==> src/rtl/dhks_pkg.sv <==
// ----------------------------------------------------------------------------
// dhks_pkg
// Shared constants, codes and command/status types for the key set.
// ----------------------------------------------------------------------------
package dhks_pkg;
  localparam int SlotBits = 12;
  localparam int TableSlots = 1 << SlotBits;
  localparam int ProbeLimit = 10;
  localparam int ProbeBits = $clog2(ProbeLimit + 1);

  localparam logic [1:0] CMD_ADD = 2'd0;
  localparam logic [1:0] CMD_REMOVE = 2'd1;
  localparam logic [1:0] CMD_FIND = 2'd2;

  localparam logic [1:0] TAG_EMPTY = 2'd0;
  localparam logic [1:0] TAG_USED = 2'd1;
  localparam logic [1:0] TAG_DEAD = 2'd2;

  localparam logic [1:0] ST_OK = 2'd0;
  localparam logic [1:0] ST_NOCHG = 2'd1;
  localparam logic [1:0] ST_FULL = 2'd2;

  typedef struct packed {
    logic load;      // latch key, start digit extraction
    logic digit;     // extract one decimal digit
    logic hash;      // fold one character into both hashes
    logic fold;      // reduce second hash to step remainder
    logic home;      // set probe index to home
    logic rd;        // issue memory read at index
    logic adv;       // index += step
    logic wr_used;   // write key and USED tag at index
    logic wr_dead;   // write DEAD tag at index
    logic mark_free; // remember index as first free slot
    logic use_free;  // set index to remembered free slot
    logic clr;       // empty one slot of the clearing pass
  } dhks_cmd_t;

  typedef struct packed {
    logic digits_done;
    logic chars_done;
    logic [1:0] tag;
    logic key_match;
    logic clr_done;
  } dhks_stat_t;
endpackage

==> src/rtl/dhks_ctrl.sv <==
// ----------------------------------------------------------------------------
// dhks_ctrl
// Sequencer: clearing, text, hash, reduce, locate, insert or remove and result handshake.
// ----------------------------------------------------------------------------
module dhks_ctrl (
  input  logic                 clk,
  input  logic                 rst,
  input  logic                 in_valid,
  output logic                 in_stall,
  input  logic [1:0]           in_cmd,
  output logic                 out_valid,
  input  logic                 out_stall,
  output logic                 found,
  output logic [1:0]           status,
  output dhks_pkg::dhks_cmd_t  cmd,
  input  dhks_pkg::dhks_stat_t stat
);
  import dhks_pkg::*;

  localparam logic [3:0] S_IDLE = 4'd0;
  localparam logic [3:0] S_DIG = 4'd1;
  localparam logic [3:0] S_HASH = 4'd2;
  localparam logic [3:0] S_MOD = 4'd3;
  localparam logic [3:0] S_HOME = 4'd4;
  localparam logic [3:0] S_LRD = 4'd5;
  localparam logic [3:0] S_LCHK = 4'd6;
  localparam logic [3:0] S_ARD = 4'd7;
  localparam logic [3:0] S_ACHK = 4'd8;
  localparam logic [3:0] S_OUT = 4'd9;
  localparam logic [3:0] S_CLR = 4'd10;

  logic [3:0] state;
  logic [3:0] state_next;
  logic [1:0] op;
  logic [ProbeBits-1:0] probe;

  assign in_stall = (state != S_IDLE);
  assign out_valid = (state == S_OUT);

  always_comb begin
    cmd = '0;
    state_next = state;
    case (state)
      S_CLR: begin
        cmd.clr = 1'b1;
        if (stat.clr_done) state_next = S_IDLE;
      end
      S_IDLE: if (in_valid) begin
        cmd.load = 1'b1;
        state_next = S_DIG;
      end
      S_DIG: begin
        cmd.digit = 1'b1;
        if (stat.digits_done) begin
          cmd.digit = 1'b0;
          state_next = S_HASH;
        end
      end
      S_HASH: begin
        if (stat.chars_done) state_next = S_MOD;
        else cmd.hash = 1'b1;
      end
      S_MOD: begin
        cmd.fold = 1'b1;
        state_next = S_HOME;
      end
      S_HOME: begin
        cmd.home = 1'b1;
        state_next = S_LRD;
      end
      S_LRD: begin
        cmd.rd = 1'b1;
        state_next = S_LCHK;
      end
      S_LCHK: begin
        if (stat.tag == TAG_USED && stat.key_match) begin
          if (op == CMD_REMOVE) cmd.wr_dead = 1'b1;
          state_next = S_OUT;
        end else if (stat.tag == TAG_EMPTY ||
                     probe == ProbeBits'(ProbeLimit - 1)) begin
          if (op == CMD_ADD) begin
            cmd.home = 1'b1;
            state_next = S_ARD;
          end else begin
            state_next = S_OUT;
          end
        end else begin
          cmd.adv = 1'b1;
          state_next = S_LRD;
        end
      end
      S_ARD: begin
        cmd.rd = 1'b1;
        state_next = S_ACHK;
      end
      S_ACHK: begin
        if (stat.tag != TAG_USED) begin
          cmd.wr_used = 1'b1;
          state_next = S_OUT;
        end else if (probe == ProbeBits'(ProbeLimit - 1)) begin
          state_next = S_OUT;
        end else begin
          cmd.adv = 1'b1;
          state_next = S_ARD;
        end
      end
      S_OUT: if (!out_stall) state_next = S_IDLE;
      default: state_next = S_IDLE;
    endcase
  end

  always_ff @(posedge clk) begin
    if (rst) begin
      state <= S_CLR;
      op <= CMD_ADD;
      probe <= '0;
      found <= 1'b0;
      status <= ST_NOCHG;
    end else begin
      state <= state_next;
      case (state)
        S_IDLE: if (in_valid) begin
          op <= in_cmd;
          probe <= '0;
        end
        S_HOME: probe <= '0;
        S_LCHK: begin
          if (stat.tag == TAG_USED && stat.key_match) begin
            found <= (op inside {CMD_ADD, CMD_REMOVE, CMD_FIND});
            status <= (op == CMD_ADD) ? ST_NOCHG :
                      (op == CMD_REMOVE || op == CMD_FIND) ? ST_OK : ST_NOCHG;
          end else if (stat.tag == TAG_EMPTY ||
                       probe == ProbeBits'(ProbeLimit - 1)) begin
            found <= 1'b0;
            status <= (op == CMD_FIND) ? ST_OK : ST_NOCHG;
            probe <= '0;
          end else begin
            probe <= probe + 1'b1;
          end
        end
        S_ACHK: begin
          if (stat.tag != TAG_USED) status <= ST_OK;
          else if (probe == ProbeBits'(ProbeLimit - 1)) status <= ST_FULL;
          else probe <= probe + 1'b1;
        end
        default: ;
      endcase
    end
  end
endmodule

==> config.mk <==
export PLATFORM = sky130hd
export DESIGN_NAME = dhks_ctrl
export DESIGN_NICKNAME = d
export VERILOG_FILES = /design/src/rtl/dhks_pkg.sv /design/src/rtl/dhks_ctrl.sv
export SDC_FILE = /design/constraint.sdc
export NUM_CORES = 1
export LEC_CHECK = 0
export BUFFER_PORTS_ARGS = -buffer_cell sky130_fd_sc_hd__buf_2
export CORE_MARGIN = 5
export CORE_UTILIZATION = 43
export CTS_CLUSTER_SIZE = 16
export DETAILED_ROUTE_END_ITERATION = 8
export MAX_ROUTING_LAYER = met4
export PLACE_DENSITY = 0.76
export SKIP_CTS_REPAIR_TIMING = 1
export SYNTH_ARGS = -nofsm -noshare
export SYNTH_HDL_FRONTEND = slang
export SYNTH_SLANG_ARGS = --single-unit
==> constraint.sdc <==
create_clock -name clk -period 1.9 [get_ports clk]
set_clock_uncertainty 0.2 [all_clocks]
set_input_delay 0.095 -clock clk [delete_from_list [all_inputs] [get_ports clk]]
set_output_delay 0.095 -clock clk [all_outputs]
set_load 0.02 [all_outputs]
==> impl_results.md, run 1 <==
* Reg2reg start: state[1]
* Fin Hold WS at 0.004372 ns
* CP bufs+invs at 1
* Crit path max-delay family: simple AND/OR/NAND/NOR gates
* Final core occ at 58.41%
* Total power at 0.001395 W
* Area delta synth->final at 30.08%
* Number of sinks on the clock net at 13
* Switching part of the total at 43.58%
* Antenna diode count at 0
* Maximum clock insertion buffer count at 2
* Final hold violation count at 0
* Hold Path Origin: rst
* Leakage Power at 0.6222 nW
* Net switching power at 0.0006079 W
* Warnings, synthesis at 0
* Distinct cell type count of the synthesized netlist at 47
* Total global-route track usage at 16.31%
* Vias in the first global route at 1,068
* Sequential cell area in the final layout at 265.3 um2
* Max frequency at 495.8 MHz
* Share of flip-flops with an asynchronous set or reset at 0%
* TritonCTS Buffers at 3
* Fraction of power consumed by the clock network at 13.3%
* Internal power component at 0.0007872 W
* Sequential share of power at 26.2%
* Via-to-Cell Ratio at 5.691
* Max stage delay cell, worst path: or4b_4
* Slowest cell delay on critical path at 0.59 ns
* Actual slew at the worst max-slew pin at 0.5051 ns
* Final Wtd Congestion at 0.8831
* Aggregate global routing overflow at 0
* Pin count of the biggest net entering global routing at 21
* Final nets at 193
* Wire length of the first global-routing pass at 4.436 mm
* Minimum period implied by the final worst setup slack at 2.017 ns
* Share of cells above drive strength 1 at 35.06%
* Maximum fanout count along the critical path at 6
* Average detailed-routed wire length per instance at 15.13 um
* Clock tree root buffer cell: clkbuf_4
* Count leader, synth: nor2_1
* Portion of the post-synthesis area used by sequential elements at 23.61%
* Top cells by area, synth: dfxtp_1, ha_1, nor2_1
* Post-synth top area cell: dfxtp_1
* Violations in the final reports: negative setup slack
* Max-capacitance violation count at 0
* Antenna violations before repair at 0
* Critical Setup Path Class: reg -> out
* Unrepaired setup endpoints after global routing: yes
* Max_slew headroom at 65.87%
* Chip width at 60.63 um
* Pre-CTS setup slack at 0.02330 ns
* Total setup violations reported at the end of the flow at 2
* Level count of the clock H-tree at 1
* Type of element launching the critical path: flip-flop
* Category of the worst setup path capture point: output pin
* Cell Chain, Critical Path: or4b_4 -> nor2_4 -> nor2_2 -> nor2_1 -> buf_4
* Number of enable flip-flop cells after synthesis at 0
* Via count at 1,161
* Antenna violation net count after detailed routing at 0
* Final period utilization at 106.2%
* Fill cells at 237
* Area of the mapped netlist at 0.001102 mm2
* P per Cell Area at 973.0 mW/mm2
* Total instance count after detailed placement at 196
* Die Outline Area at 0.003676 mm2
* I/O Buffers at 26
* DIE HEIGHT at 60.63 um
* Final non-filler cell total at 204
* Post-synthesis sequential element count at 13
* Cells after synthesis at 140
* Io pins at 29
* Run status: finished, violations left
* Number of rows created at floorplan at 18
* Class of the tightest hold or removal check: in -> reg
* Worst setup path start: state[1]
* Initial Util at 44.90%
* Area of combinational cells with multiple inputs at 818.3 um2
* Critical path data arrival time at 1.72 ns
* Clock transition time at the flip-flop clock pins of the worst setup and hold paths at 0.10 ns
* Fin worst setup slack at -0.1169 ns
* Router iterations before antenna repair at 4
* Overall routed net length at 3.087 mm
* Number of violations reported at the end of detailed-routing iteration 0 at 80
* Clock Latency Late Sink at 0.29 ns
* Synth cell count leaders: nor2_1, dfxtp_1, nand2b_1, a21oi_1, inv_1
* Post-synth top area share at 23.61%
* Placeable core region at 0.002455 mm2
* Final Slew Violations at 0
* Total DRC errors in the routed layout at 0
* Detailed placement HPWL at 2.289 mm
* Data required time of the critical path at 1.60 ns
* CTS tree: built
* Worst ir drop on vdd at 644.0 uV
* Post-synth top flop: dfxtp_1
* Avg Synthesized Cell Area at 7.874 um2
* Comb pwr share at 60.5%
metal layers:
metal | global-route usage [%] | wire length, um | vias to the layer above
li1 | - | - | 565
met1 | 18.77 | 1236 | 547
met5 | - | 0 | -
met4 | 7.740 | 65 | 0
met2 | 27.63 | 1562 | 41
met3 | 2.340 | 222 | 8
final timing paths:
check | to | slack [ns] | depth (start not counted)
max reg2reg | status[0] | 0.04 | 4
min reg2reg | status[1] | 0.27 | 2
min | op[0] | 0.004 | 2
max | cmd[5] | -0.12 | 5
sequential cells by signal, summed over array words and instances (netlist names):
register  count
found         1
op            2
state         4
probe         4
status        2
cell usage in the layout, fill, tap and decap left out, types with 2 or more instances in the layout:
| cell | Yosys | routed |
|---|---|---|
| nand2_1 | 4 | 4 |
| mux2i_1 | 6 | 6 |
| buf_2 | 1 | 23 |
| nor2b_1 | 2 | 2 |
| or3_1 | 2 | 2 |
| o21ai_0 | 4 | 3 |
| nand3_1 | 4 | 4 |
| o41ai_1 | 2 | 2 |
| o21a_1 | 2 | 2 |
| buf_4 | 3 | 12 |
| nor3_1 | 4 | 3 |
| nand2b_1 | 9 | 9 |
| dfxtp_1 | 13 | 11 |
| conb_1 | 1 | 2 |
| inv_1 | 7 | 7 |
| buf_6 | 2 | 2 |
| dlygate4sd3_1 | 0 | 2 |
| clkbuf_4 | 0 | 3 |
| a211oi_2 | 2 | 2 |
| a21oi_1 | 8 | 8 |
| nor2_4 | 0 | 2 |
| o22ai_1 | 2 | 2 |
| nand3b_1 | 4 | 4 |
| o21bai_1 | 2 | 2 |
| ha_1 | 6 | 6 |
| nor2_1 | 19 | 17 |
| mux2_2 | 2 | 2 |
power groups by stage:
stage	Combinational [W]	Clock, W	Sequential [W]
after floorplan	0.000547	0	0.000359
after global placement	0.000696	0	0.000363
after detailed placement	0.000709	0	0.000368
after CTS	0.000711	0.000186	0.000362
after global routing	0.000919	0.000201	0.000372
final	0.000845	0.000185	0.000365
final cells by class:
| type | count | share of cell area, % |
|---|---|---|
| inverters | 7 | 1.832 |
| flip-flops and latches | 13 | 18.50 |
| multi-input cells | 110 | 57.07 |
| clock buffers | 4 | 1.832 |
| well taps | 30 | 2.618 |
| repair buffers | 40 | 18.15 |
stage by stage:
stage               instance area [um2]  TNS [ns]
CTS                                1306   -0.2867
finish                             1434   -0.1341
detailed placement                 1280         0
global placement                   1280         0
floorplan                          1106         0
global route                       1434   -0.2987
kinds of logic after synthesis:
group | share of synthesized area, %
buffers and inverters | 8.626
multiplexers | 7.492
AND/OR/NAND/NOR | 30.65
adder cells (fa/ha/maj) | 6.810
other | 0.3402
flip-flops | 23.61
AO/OA/AOI/OAI | 22.47
(Power assumes the default switching activity.)
==> inputs of run 2 (changes only) <==
- PLACE_DENSITY: 0.76 -> 0.73
- clock period: 1.9 -> 2.6 ns (I/O delays scaled with it)
==> impl_results.md, run 2 (synthesized netlist as in run 1, its figures left out) <==
* Run status: finished clean (was finished, violations left)
* Reg2reg start: state[0] (was state[1])
* Final period utilization at 91.97%
* Worst ir drop on vdd at 347.0 uV (was 644.0 uV)
* Placeable core region at 0.002455 mm2 (unchanged)
* Data required time of the critical path at 2.27 ns (was 1.60 ns)
* Total global-route track usage at 15.34% (was 16.31%)
* Clock tree root buffer cell: clkbuf_4 (unchanged)
* Total power at 0.0008698 W (was 0.001395 W)
* Worst setup path start: state[0] (was state[1])
* Area delta synth->final at 13.51% (was 30.08%)
* Final nets at 181 (was 193)
* Minimum period implied by the final worst setup slack at 2.391 ns
* Vias in the first global route at 983 (was 1,068)
* Number of violations reported at the end of detailed-routing iteration 0 at 34 (was 80)
* Wire length of the first global-routing pass at 4.181 mm (was 4.436 mm)
* Detailed placement HPWL at 1.952 mm (was 2.289 mm)
* Share of cells above drive strength 1 at 23.46% (was 35.06%)
* Unrepaired setup endpoints after global routing: no (was yes)
* P per Cell Area at 695.1 mW/mm2 (was 973.0 mW/mm2)
* Total DRC errors in the routed layout at 0 (unchanged)
* CP bufs+invs at 1 (unchanged)
* Average detailed-routed wire length per instance at 13.90 um (was 15.13 um)
* Max-capacitance violation count at 0 (unchanged)
* Standard cell area after detailed placement at 0.001205 mm2 (was 0.001280 mm2)
* Slowest cell delay on critical path at 0.67 ns (was 0.59 ns)
* Clock Latency Late Sink at 0.28 ns (was 0.29 ns)
* Clock transition time at the flip-flop clock pins of the worst setup and hold paths at 0.08 ns (was 0.10 ns)
* Io pins at 29 (unchanged)
* Crit path max-delay family: simple AND/OR/NAND/NOR gates (unchanged)
* Initial Util at 44.90% (unchanged)
* Via count at 1,074 (was 1,161)
* TritonCTS Buffers at 3 (unchanged)
* Pin count of the biggest net entering global routing at 21 (unchanged)
* Maximum fanout count along the critical path at 17 (was 6)
* Number of rows created at floorplan at 18 (unchanged)
* Antenna diode count at 0 (unchanged)
* Category of the worst setup path capture point: output pin (unchanged)
* Final Slew Violations at 0 (unchanged)
* Antenna violations before repair at 0 (unchanged)
* DIE HEIGHT at 60.63 um (unchanged)
* Router iterations before antenna repair at 4 (unchanged)
* Actual slew at the worst max-slew pin at 0.5061 ns (was 0.5051 ns)
* Class of the tightest hold or removal check: in -> reg (unchanged)
* Maximum clock insertion buffer count at 2 (unchanged)
* Accumulated negative setup slack at 0 ns (was -0.1341 ns)
* Max frequency at 418.2 MHz
* Aggregate global routing overflow at 0 (unchanged)
* Chip width at 60.63 um (unchanged)
* Level count of the clock H-tree at 1 (unchanged)
* I/O Buffers at 26 (unchanged)
* Final hold violation count at 0 (unchanged)
* Final instance area at 0.001251 mm2 (was 0.001434 mm2)
* Antenna violation net count after detailed routing at 0 (unchanged)
* Critical Setup Path Class: reg -> out (unchanged)
* Leading cell type in the layout, fill and taps excluded: buf_2 (unchanged)
* Cell Chain, Critical Path: or4b_4 -> nor2_2 -> nor2_1 -> nor2_1 -> buf_2 (was or4b_4 -> nor2_4 -> nor2_2 -> nor2_1 -> buf_4)
* Number of sinks on the clock net at 13 (unchanged)
* Type of element launching the critical path: flip-flop (unchanged)
* Overall routed net length at 2.668 mm (was 3.087 mm)
* CTS tree: built (unchanged)
* Via-to-Cell Ratio at 5.594 (was 5.691)
* Max_slew headroom at 65.95% (was 65.87%)
* Die Outline Area at 0.003676 mm2 (unchanged)
* Largest registers: probe x4, state x4 (unchanged)
* Leakage Power at 0.5447 nW (was 0.6222 nW)
* Critical path data arrival time at 2.06 ns (was 1.72 ns)
* Total setup violations reported at the end of the flow at 0 (was 2)
* Critical path's most frequent cell: nor2_1
* Hold Path Origin: rst (unchanged)
* Final Wtd Congestion at 0.8531 (was 0.8831)
* Commonest non-fill, non-tap cells in the layout: buf_2, nor2_1, dfxtp_1, nand2b_1, a21oi_1 (was buf_2, nor2_1, buf_4, dfxtp_1, nand2b_1)
* Max stage delay cell, worst path: or4b_4 (unchanged)
==> run 2: cell types whose count changed in the layout (fill, tap and decap cells not counted), sizes merged <==
cell / change
dlymetal6s2s: -1
buf: -11
==> run 2: path summary, 6_finish.rpt <==
kind / slack (ns) / end / cells after the start
min: 0.02 / op[0] / 2
max: 0.21 / cmd[5] / 5
max reg2reg: 0.44 / probe[1] / 4
min reg2reg: 0.28 / status[1] / 2
==> run 2: where the power goes <==
group          switching (W)  leakage (nW)  internal [W]
Combinational       0.000235         0.424      0.000192
Sequential         0.0000841         0.106      0.000229
Clock              0.0000698        0.0150     0.0000596
==> run 2: layer usage <==
metal  track usage [%]  share of wire (%)  routed length, um  vias to the layer above
met1             20.36                 47               1246                      492
met3             2.979                6.1                163                       11
met4             7.430                3.0                 80                        0
met2             22.14                 44               1177                       31
li1                  -                  -                  -                      540
met5                 -                  0                  0                        -
==> run 2: cell type report <==
cell class                      instances  area [um2]
Fill cell                             252        1204
Multi-Input combinational cell        110       750.7
Sequential cell                        13       260.3
Timing Repair Buffer                   28       150.1
Tap cell                               30       37.54
Clock buffer                            4       26.28
Inverter                                7       26.28
==> run 2: metrics by stage <==
step | util (%) | hold slack [ns] | setup WS (ns) | cells
after floorplan | - | 0.07394 | 0.6718 | 141
after detailed placement | 49.08 | 0.1770 | 0.4760 | 186
after CTS | 50.15 | -0.1201 | 0.2411 | 190
after global placement | 49.08 | 0.1606 | 0.5656 | 186
final | 50.97 | 0.02426 | 0.2087 | 192
after global routing | 50.97 | 0.05109 | 0.08700 | 192
